## config.mk

```make
export PLATFORM = sky130hd
export DESIGN_NAME = ultrasonic_echo_range_filter
export DESIGN_NICKNAME = d
export VERILOG_FILES = /design/src/rtl/core/ured_pkg.sv /design/src/rtl/core/ultrasonic_echo_range_filter.sv /design/src/rtl/core/ured_fifo.sv /design/src/rtl/core/ured_front.sv /design/src/rtl/core/ured_back.sv
export SDC_FILE = /design/constraint.sdc
export NUM_CORES = 2
export LEC_CHECK = 0
export CELL_PAD_IN_SITES_DETAIL_PLACEMENT = 2
export CELL_PAD_IN_SITES_GLOBAL_PLACEMENT = 2
export CORE_UTILIZATION = 30
export DETAILED_ROUTE_END_ITERATION = 8
export DONT_BUFFER_PORTS = 1
export GPL_ROUTABILITY_DRIVEN = 0
export HOLD_SLACK_MARGIN = 0.06
export PLACE_DENSITY_LB_ADDON = 0.2
export SLEW_MARGIN = 10
export SYNTH_ARGS = -nofsm -noshare
export SYNTH_HDL_FRONTEND = slang
export SYNTH_SLANG_ARGS = --single-unit
```

## constraint.sdc

```tcl
create_clock -name aclk -period 11.05 [get_ports aclk]
set_input_delay 2.7625 -clock aclk [delete_from_list [all_inputs] [get_ports aclk]]
set_output_delay 2.7625 -clock aclk [all_outputs]
set_load 0.005 [all_outputs]
```

## src/rtl/core/ured_pkg.sv

```systemverilog
// Types and constants shared by the ultrasonic echo range filter modules.
package ured_pkg;

    typedef enum logic [1:0] {
        FUNC_RISE    = 2'd0,
        FUNC_FALL    = 2'd1,
        FUNC_UPDATE  = 2'd2,
        FUNC_TRIGGER = 2'd3
    } ured_func_t;

    typedef enum logic [1:0] {
        CFG_SCALE     = 2'd0,
        CFG_MIN_DIST  = 2'd1,
        CFG_MAX_DIST  = 2'd2,
        CFG_ALPHA     = 2'd3
    } ured_cfg_idx_t;

    typedef enum logic [2:0] {
        ST_IDLE,
        ST_MUL,
        ST_CHECK,
        ST_FILT,
        ST_EMIT
    } ured_state_t;

    localparam int DIST_BITS   = 20;
    localparam int WIDTH_BITS  = 28;
    localparam int PROD_BITS   = WIDTH_BITS + 16;
    localparam int FILT_BITS   = 29;
    localparam int CFG_DATA_BITS = 20;

    localparam logic [DIST_BITS-1:0] DIST_MAX   = 20'hFFFFF;
    localparam logic [8:0]           ONE_Q8     = 9'd256;
    localparam logic [FILT_BITS-1:0] ROUND_Q8   = 29'd128;

    localparam logic [15:0]          CM_RESET    = 16'd1124;
    localparam logic [DIST_BITS-1:0] MIN_RESET   = 20'd512;
    localparam logic [DIST_BITS-1:0] MAX_RESET   = 20'd102400;
    localparam logic [8:0]           ALPHA_RESET = 9'd77;

    // One classified event as it travels from the front end to the back end.
    typedef struct packed {
        ured_func_t              func;
        logic [31:0]             stamp;
        logic                    echo_ready;
        logic                    over;
        logic [WIDTH_BITS-1:0]   width;
    } ured_cmd_t;

    typedef struct packed {
        logic [15:0]          scale_q16;
        logic [DIST_BITS-1:0] min_dist;
        logic [DIST_BITS-1:0] max_dist;
        logic [8:0]           alpha;
    } ured_cfg_t;

    typedef struct packed {
        logic                 ok;
        logic [DIST_BITS-1:0] raw_dist;
        logic [DIST_BITS-1:0] filtered_dist;
        logic                 reading_valid;
        logic [31:0]          stamp;
        logic                 trig_pulse;
    } ured_res_t;

endpackage

```

## src/rtl/core/ultrasonic_echo_range_filter.sv

```systemverilog
// Update requests pass ST_MUL, ST_CHECK, ST_FILT and ST_EMIT, other events only ST_EMIT;
// m_tvalid is registered. The back-end sequencer takes one request at a time; a queue of
// QUEUE_DEPTH entries lets requests arrive in bursts, and back-pressure holds it in ST_EMIT.
// Reset (synchronous, aresetn low) clears the echo record, the filter state, the queue and
// m_tvalid, and loads the default configuration; no clearing pass is needed.
module ultrasonic_echo_range_filter #(
    parameter int TIME_BITS   = 32,
    parameter int QUEUE_DEPTH = 4
) (
    input  logic        aclk,
    input  logic        aresetn,
    input  logic        s_tvalid,
    output logic        s_tready,
    input  logic [31:0] s_tdata,   // [31:0] time_us
    input  logic [1:0]  s_tuser,   // [1:0] func
    output logic        m_tvalid,
    input  logic        m_tready,
    output logic [71:0] m_tdata,   // [19:0] raw_dist_q8, [39:20] filtered_dist_q8, [71:40] stamp_us
    output logic [2:0]  m_tuser,   // [0] ok, [1] reading_valid, [2] trig_pulse
    input  logic        cfg_valid,
    output logic        cfg_ready,
    input  logic [1:0]  cfg_index,
    input  logic [ured_pkg::CFG_DATA_BITS-1:0] cfg_data
);

    import ured_pkg::*;

    localparam int CMD_BITS = $bits(ured_cmd_t);

    ured_cfg_t           cfg_reg, cfg_next;
    ured_cmd_t           push_cmd, pop_cmd;
    logic [CMD_BITS-1:0] pop_bits;
    logic                push, pop, queue_full, queue_empty;
    ured_res_t           res;

    assign cfg_ready = 1'b1;

    always_comb begin
        cfg_next = cfg_reg;
        if (cfg_valid) begin
            unique case (ured_cfg_idx_t'(cfg_index))
                CFG_SCALE:     cfg_next.scale_q16 = cfg_data[15:0];
                CFG_MIN_DIST:  cfg_next.min_dist  = cfg_data[DIST_BITS-1:0];
                CFG_MAX_DIST:  cfg_next.max_dist  = cfg_data[DIST_BITS-1:0];
                CFG_ALPHA:     cfg_next.alpha     = cfg_data[8:0];
                default: begin
                end
            endcase
        end
    end

    always_ff @(posedge aclk) begin
        if (!aresetn) begin
            cfg_reg.scale_q16 <= CM_RESET;
            cfg_reg.min_dist  <= MIN_RESET;
            cfg_reg.max_dist  <= MAX_RESET;
            cfg_reg.alpha     <= ALPHA_RESET;
        end else begin
            cfg_reg <= cfg_next;
        end
    end

    ured_front #(
        .TIME_BITS (TIME_BITS)
    ) u_front (
        .aclk       (aclk),
        .aresetn    (aresetn),
        .in_valid   (s_tvalid),
        .in_func    (s_tuser),
        .in_time    (s_tdata),
        .queue_full (queue_full),
        .in_ready   (s_tready),
        .push       (push),
        .push_cmd   (push_cmd)
    );

    ured_fifo #(
        .WIDTH (CMD_BITS),
        .DEPTH (QUEUE_DEPTH)
    ) u_fifo (
        .aclk      (aclk),
        .aresetn   (aresetn),
        .push      (push),
        .push_data (push_cmd),
        .full      (queue_full),
        .pop       (pop),
        .pop_data  (pop_bits),
        .empty     (queue_empty)
    );

    assign pop_cmd = ured_cmd_t'(pop_bits);

    ured_back u_back (
        .aclk        (aclk),
        .aresetn     (aresetn),
        .cfg         (cfg_reg),
        .queue_empty (queue_empty),
        .pop_cmd     (pop_cmd),
        .pop         (pop),
        .out_valid   (m_tvalid),
        .out_ready   (m_tready),
        .out_res     (res)
    );

    assign m_tdata = {res.stamp, res.filtered_dist, res.raw_dist};
    assign m_tuser = {res.trig_pulse, res.reading_valid, res.ok};

endmodule

```

## src/rtl/core/ured_fifo.sv

```systemverilog
// Small register queue between the front end and the back end.
module ured_fifo #(
    parameter int WIDTH = 64,
    parameter int DEPTH = 4
) (
    input  logic             aclk,
    input  logic             aresetn,
    input  logic             push,
    input  logic [WIDTH-1:0] push_data,
    output logic             full,
    input  logic             pop,
    output logic [WIDTH-1:0] pop_data,
    output logic             empty
);

    localparam int AW = (DEPTH > 1) ? $clog2(DEPTH) : 1;
    localparam int CW = $clog2(DEPTH + 1);

    logic [WIDTH-1:0] mem_reg [DEPTH];
    logic [AW-1:0]    wr_ptr_reg, wr_ptr_next;
    logic [AW-1:0]    rd_ptr_reg, rd_ptr_next;
    logic [CW-1:0]    count_reg,  count_next;
    logic             do_push, do_pop;

    assign full     = (count_reg == CW'(DEPTH));
    assign empty    = (count_reg == '0);
    assign do_push  = push && !full;
    assign do_pop   = pop && !empty;
    assign pop_data = mem_reg[rd_ptr_reg];

    always_comb begin
        wr_ptr_next = wr_ptr_reg;
        rd_ptr_next = rd_ptr_reg;
        count_next  = count_reg;
        if (do_push) begin
            wr_ptr_next = (wr_ptr_reg == AW'(DEPTH - 1)) ? '0 : wr_ptr_reg + 1'b1;
        end
        if (do_pop) begin
            rd_ptr_next = (rd_ptr_reg == AW'(DEPTH - 1)) ? '0 : rd_ptr_reg + 1'b1;
        end
        if (do_push && !do_pop) begin
            count_next = count_reg + 1'b1;
        end else if (do_pop && !do_push) begin
            count_next = count_reg - 1'b1;
        end
    end

    always_ff @(posedge aclk) begin
        if (!aresetn) begin
            wr_ptr_reg <= '0;
            rd_ptr_reg <= '0;
            count_reg  <= '0;
        end else begin
            wr_ptr_reg <= wr_ptr_next;
            rd_ptr_reg <= rd_ptr_next;
            count_reg  <= count_next;
        end
    end

    always_ff @(posedge aclk) begin
        if (do_push) begin
            mem_reg[wr_ptr_reg] <= push_data;
        end
    end

endmodule

```

## src/rtl/core/ured_front.sv

```systemverilog
// Front end: accepts events, keeps the echo record and queues classified commands.
module ured_front #(
    parameter int TIME_BITS = 32
) (
    input  logic               aclk,
    input  logic               aresetn,
    input  logic               in_valid,
    input  logic [1:0]         in_func,
    input  logic [31:0]        in_time,
    input  logic               queue_full,
    output logic               in_ready,
    output logic               push,
    output ured_pkg::ured_cmd_t push_cmd
);

    import ured_pkg::*;

    logic [TIME_BITS-1:0] start_reg, start_next;
    logic [TIME_BITS-1:0] end_reg,   end_next;
    logic                 ready_reg, ready_next;
    logic [TIME_BITS-1:0] t;
    logic [TIME_BITS-1:0] diff;
    logic [63:0]          diff_wide;
    ured_func_t           func;

    assign in_ready  = !queue_full;
    assign push      = in_valid && !queue_full;
    assign func      = ured_func_t'(in_func);
    assign t         = TIME_BITS'(in_time);
    assign diff      = end_reg - start_reg;
    assign diff_wide = 64'(diff);

    // Echo widths of 2^28 us or more saturate unless the scale is zero, so only the low bits
    // go on to the multiplier together with an overflow flag.
    always_comb begin
        push_cmd.func       = func;
        push_cmd.stamp      = 32'(t);
        push_cmd.echo_ready = ready_reg;
        push_cmd.over       = |diff_wide[63:WIDTH_BITS];
        push_cmd.width      = diff_wide[WIDTH_BITS-1:0];
    end

    always_comb begin
        start_next = start_reg;
        end_next   = end_reg;
        ready_next = ready_reg;
        if (push) begin
            unique case (func)
                FUNC_RISE: begin
                    start_next = t;
                end
                FUNC_FALL: begin
                    end_next   = t;
                    ready_next = 1'b1;
                end
                FUNC_TRIGGER: begin
                    start_next = '0;
                    end_next   = '0;
                    ready_next = 1'b0;
                end
                default: begin
                end
            endcase
        end
    end

    always_ff @(posedge aclk) begin
        if (!aresetn) begin
            start_reg <= '0;
            end_reg   <= '0;
            ready_reg <= 1'b0;
        end else begin
            start_reg <= start_next;
            end_reg   <= end_next;
            ready_reg <= ready_next;
        end
    end

endmodule

```

## src/rtl/core/ured_back.sv

```systemverilog
// Back end: distance conversion, range check, smoothing filter and result register.
module ured_back (
    input  logic                aclk,
    input  logic                aresetn,
    input  ured_pkg::ured_cfg_t cfg,
    input  logic                queue_empty,
    input  ured_pkg::ured_cmd_t pop_cmd,
    output logic                pop,
    output logic                out_valid,
    input  logic                out_ready,
    output ured_pkg::ured_res_t out_res
);

    import ured_pkg::*;

    ured_state_t           state_reg, state_next;
    ured_cmd_t             cmd_reg,   cmd_next;
    logic [PROD_BITS-1:0]  prod_reg,  prod_next;
    logic [DIST_BITS-1:0]  dist_reg,  dist_next;
    logic                  accept_reg, accept_next;
    logic [FILT_BITS-1:0]  ma_reg, ma_next;
    logic [FILT_BITS-1:0]  mb_reg, mb_next;
    logic                  valid_reg, valid_next;
    logic [DIST_BITS-1:0]  raw_reg,   raw_next;
    logic [DIST_BITS-1:0]  filt_reg,  filt_next;
    logic [31:0]           stamp_reg, stamp_next;
    logic                  out_valid_reg, out_valid_next;
    ured_res_t             res_reg,   res_next;
    logic [8:0]            alpha_sat;
    logic [FILT_BITS-1:0]  sum;
    logic                  is_update;

    assign out_valid = out_valid_reg;
    assign out_res   = res_reg;
    assign alpha_sat = (cfg.alpha > ONE_Q8) ? ONE_Q8 : cfg.alpha;
    assign sum       = ma_reg + mb_reg + ROUND_Q8;
    assign is_update = (cmd_reg.func == FUNC_UPDATE);

    always_comb begin
        state_next     = state_reg;
        pop            = 1'b0;
        cmd_next       = cmd_reg;
        prod_next      = prod_reg;
        dist_next      = dist_reg;
        accept_next    = accept_reg;
        ma_next        = ma_reg;
        mb_next        = mb_reg;
        valid_next     = valid_reg;
        raw_next       = raw_reg;
        filt_next      = filt_reg;
        stamp_next     = stamp_reg;
        out_valid_next = out_valid_reg && !out_ready;
        res_next       = res_reg;

        unique case (state_reg)
            ST_IDLE: begin
                if (!queue_empty) begin
                    pop        = 1'b1;
                    cmd_next   = pop_cmd;
                    state_next = (pop_cmd.func == FUNC_UPDATE) ? ST_MUL : ST_EMIT;
                end
            end
            ST_MUL: begin
                prod_next  = cmd_reg.width * cfg.scale_q16;
                state_next = ST_CHECK;
            end
            ST_CHECK: begin
                if (cfg.scale_q16 == '0) begin
                    dist_next = '0;
                end else if (cmd_reg.over || (|prod_reg[PROD_BITS-1:WIDTH_BITS])) begin
                    dist_next = DIST_MAX;
                end else begin
                    dist_next = prod_reg[WIDTH_BITS-1:8];
                end
                accept_next = cmd_reg.echo_ready
                           && (dist_next >= cfg.min_dist)
                           && (dist_next <= cfg.max_dist);
                state_next  = ST_FILT;
            end
            ST_FILT: begin
                ma_next    = (ONE_Q8 - alpha_sat) * filt_reg;
                mb_next    = alpha_sat * dist_reg;
                state_next = ST_EMIT;
            end
            ST_EMIT: begin
                // State is committed only when the result can be written out.
                if (!out_valid_reg || out_ready) begin
                    if (is_update) begin
                        if (accept_reg) begin
                            raw_next   = dist_reg;
                            filt_next  = valid_reg ? sum[WIDTH_BITS-1:8] : dist_reg;
                            valid_next = 1'b1;
                            stamp_next = cmd_reg.stamp;
                        end else begin
                            valid_next = 1'b0;
                        end
                    end
                    out_valid_next         = 1'b1;
                    res_next.ok            = is_update && accept_reg;
                    res_next.raw_dist      = raw_next;
                    res_next.filtered_dist = filt_next;
                    res_next.reading_valid = valid_next;
                    res_next.stamp         = stamp_next;
                    res_next.trig_pulse    = (cmd_reg.func == FUNC_TRIGGER);
                    state_next             = ST_IDLE;
                end
            end
            default: begin
                state_next = ST_IDLE;
            end
        endcase
    end

    always_ff @(posedge aclk) begin
        if (!aresetn) begin
            state_reg     <= ST_IDLE;
            valid_reg     <= 1'b0;
            raw_reg       <= '0;
            filt_reg      <= '0;
            stamp_reg     <= '0;
            out_valid_reg <= 1'b0;
        end else begin
            state_reg     <= state_next;
            valid_reg     <= valid_next;
            raw_reg       <= raw_next;
            filt_reg      <= filt_next;
            stamp_reg     <= stamp_next;
            out_valid_reg <= out_valid_next;
        end
    end

    always_ff @(posedge aclk) begin
        cmd_reg    <= cmd_next;
        prod_reg   <= prod_next;
        dist_reg   <= dist_next;
        accept_reg <= accept_next;
        ma_reg     <= ma_next;
        mb_reg     <= mb_next;
        res_reg    <= res_next;
    end

endmodule

```

==> out/results.txt <==
Residual DRC count - 0
Root buf cell - clkbuf_16
Synth Area in Compound Gates - 7.36%
Initial antenna violation count - 6
Latest clock arrival within the worst-skew pair - 740 ps
Critical Path Slowest Stage Cell - dfxtp_1
Post-route cell area - 63600 sq um
PortBufs - 0
Ys async rst share - 0%
Number of flops mapped to enable cells by yosys - 508
Clock sink count - 724
Synthesized area - 57600 sq um
Top_reg_cell synth - edfxtp_1
CTS tree - built
Run status - completed
Wire per inst - 22.0 um
Post-synthesis cell type count - 82
# IOs - 139
Worst setup SP type - flop
Overall Global Routing Usage - 18.7%
TritonRoute pass-1 iters - 4
Max-cap viol count - 0
Synthesis-to-finish area growth - 10.5%
CTS H-Tree Depth - 3
Mapped Cells - 5487
Endpoints failing setup - 0
Fin Clk Skew - 45.2 ps
Final Cycle Share - 82.5%
CTS max path bufs - 3
Largest family of logic cells by synthesized area - adder cells
Post-DP HPWL - 129000 um
Core box area - 190000 sq um
Max Fclk - 110 MHz
Largest net degree at the start of global routing - 216
Worst slew margin - 19.3%
DP Area - 60600 sq um
DR iter-0 viols - 1304
Vias in the first global route - 44300
Adder-Cell Fraction of Synth Area - 32.8%
Via count - 38200
Site Rows - 160
Crit path max fanout - 17
Global-route wire length before repair - 273000 um
Drt total wl - 177000 um
Critical path class - flop to flop
Hold_buf cts - 0
Die Ht - 440 um
Total grt overflow - 0
Final antenna-violating net count - 0
Fraction of layout cells with a size suffix above 1 - 6.09%
CTS Buf Count - 88
RSZ-0062 raised after global routing - no
Max reg flops - 256
Worst-Margin Slew - 1210 ps
Top cells by area, synth - edfxtp_1 26%, fa_1 25%, ha_1 8.0%
Synth Area per Inst - 10.5 sq um
Yosys top cell by area - edfxtp_1
PostCTS Resize Cnt - 0
HP Class - flop to flop
Final-report hold violation count - 0
Max stage delay on crit path - 870 ps
Count leader, synth - nand2_1
CP endpoint kind - flop
Top cells by count, synth - 1013 x nand2_1, 885 x inv_1, 712 x fa_1
Post-CTS setup buffers - 0
Most used cell, CP - fa_1
Sequential share of the synthesized area - 34.0%
Filler cells - 20400
Nets - 6581
Post-synth top area share - 26.5%
Mux cell area share after synthesis - 2.78%
Required @ worst endpoint - 11530 ps
Die area - 194000 sq um
Slew Viols, Final - 0
Via/cell ratio - 4.76
Fraction of synthesized cell area in xor and xnor cells - 2.01%
Die width - 440 um
Post-synthesis register bit count - 724
CTS clk-pin slew, worst paths - 60 ps
Synth Area in Simple Gates - 13.5%
Setup TNS after final layout - 0 ps
Min Tclk post-route - 9120 ps
Initial Util - 30.2%
Synthesis Warnings - 0
WP data arrival - 9600 ps
-- worst max-delay path: cells and delay by family (launching register included) --
family | cells | cell delay, ps
AO/OA/AOI/OAI | 7 | 1980
XOR/XNOR | 1 | 70
adder cells (fa/ha/maj) | 9 | 4010
buffers and inverters | 6 | 370
flip-flops | 1 | 870
AND/OR/NAND/NOR | 6 | 1570
-- path summary, 6_finish.rpt --
kind / end / cells past startpoint / start / slack, ps
worst min-delay path: u_back.stamp_reg[25]$_SDFFE_PN0P_ / 2 / u_back.stamp_reg[25]$_SDFFE_PN0P_ / 460
worst max-delay path: u_back.ma_reg[26]$_DFFE_PP_ / 29 / cfg_reg[8]$_SDFFE_PN0P_ / 1930
worst max register to register: u_back.ma_reg[26]$_DFFE_PP_ / 29 / cfg_reg[8]$_SDFFE_PN0P_ / 1930
worst min register to register: u_back.stamp_reg[25]$_SDFFE_PN0P_ / 2 / u_back.stamp_reg[25]$_SDFFE_PN0P_ / 460
-- cell families (layout without fill, tap and decap cells) --
kind of cell	Yosys count	in the layout
muxes	80	80
other	2	62
adders and majority gates	1080	1080
xor gates and xnor gates	132	132
buffers and inverters	1155	1126
DFF	724	724
and+or+nand+nor	1691	1691
AOI/OAI and AO/OA	623	623
-- through the flow --
stage / cells / setup WS, ps / hold slack, ps / util (%)
2_1_floorplan: 5544 / 3140 / 433 / -
3_3_place_gp: 7860 / 1870 / 450 / 31.8
3_5_place_dp: 7860 / 1620 / 453 / 31.8
4_1_cts: 8025 / 1640 / 468 / 33.4
5_1_grt: 8027 / 1370 / 489 / 33.4
6_report: 8029 / 1930 / 465 / 33.4
-- routing by layer --
layer  vias up  GRT usage (%)  wire [um]
li1      17400              -          -
met1     20300           22.3      74000
met2       337           35.0      94200
met3       188           2.42       4740
met4         0           4.67       3960
met5         -              0          0
-- area by class of cell --
type | count | area, sq um | area share [%]
flip-flops and latches | 724 | 19600 | 30.8
clock inverters | 44 | 641 | 1.01
multi-input cells | 3665 | 34000 | 53.4
well taps | 2511 | 3140 | 4.94
repair buffers | 74 | 576 | 0.904
inverters | 887 | 3340 | 5.24
diodes | 3 | 7.51 | 0.0118
clock buffers | 121 | 2380 | 3.74
-- cell usage in the layout, fill, tap and decap left out, types with 12 or more instances in the layout --
| master | count |
|---|---|
| a211oi_1 | 19 |
| a21boi_0 | 118 |
| a21o_1 | 62 |
| a21oi_1 | 143 |
| a22oi_1 | 34 |
| a31oi_1 | 14 |
| and2_1 | 275 |
| and3_1 | 12 |
| buf_4 | 72 |
| clkbuf_1 | 29 |
| clkbuf_16 | 89 |
| clkinv_2 | 13 |
| conb_1 | 59 |
| dfxtp_1 | 207 |
| edfxtp_1 | 508 |
| fa_1 | 712 |
| ha_1 | 368 |
| inv_1 | 884 |
| mux2i_1 | 15 |
| mux4_2 | 64 |
| nand2_1 | 1012 |
| nand2b_1 | 18 |
| nand3_1 | 26 |
| nand4_1 | 24 |
| nor2_1 | 101 |
| nor2b_1 | 92 |
| nor3_1 | 33 |
| nor3b_1 | 34 |
| o21a_1 | 49 |
| o21ai_0 | 85 |
| or3_1 | 13 |
| xnor2_1 | 98 |
| xor2_1 | 33 |
Power is not shown: default switching activity piles up to over one toggle a cycle in this logic, so the estimate is an artifact.
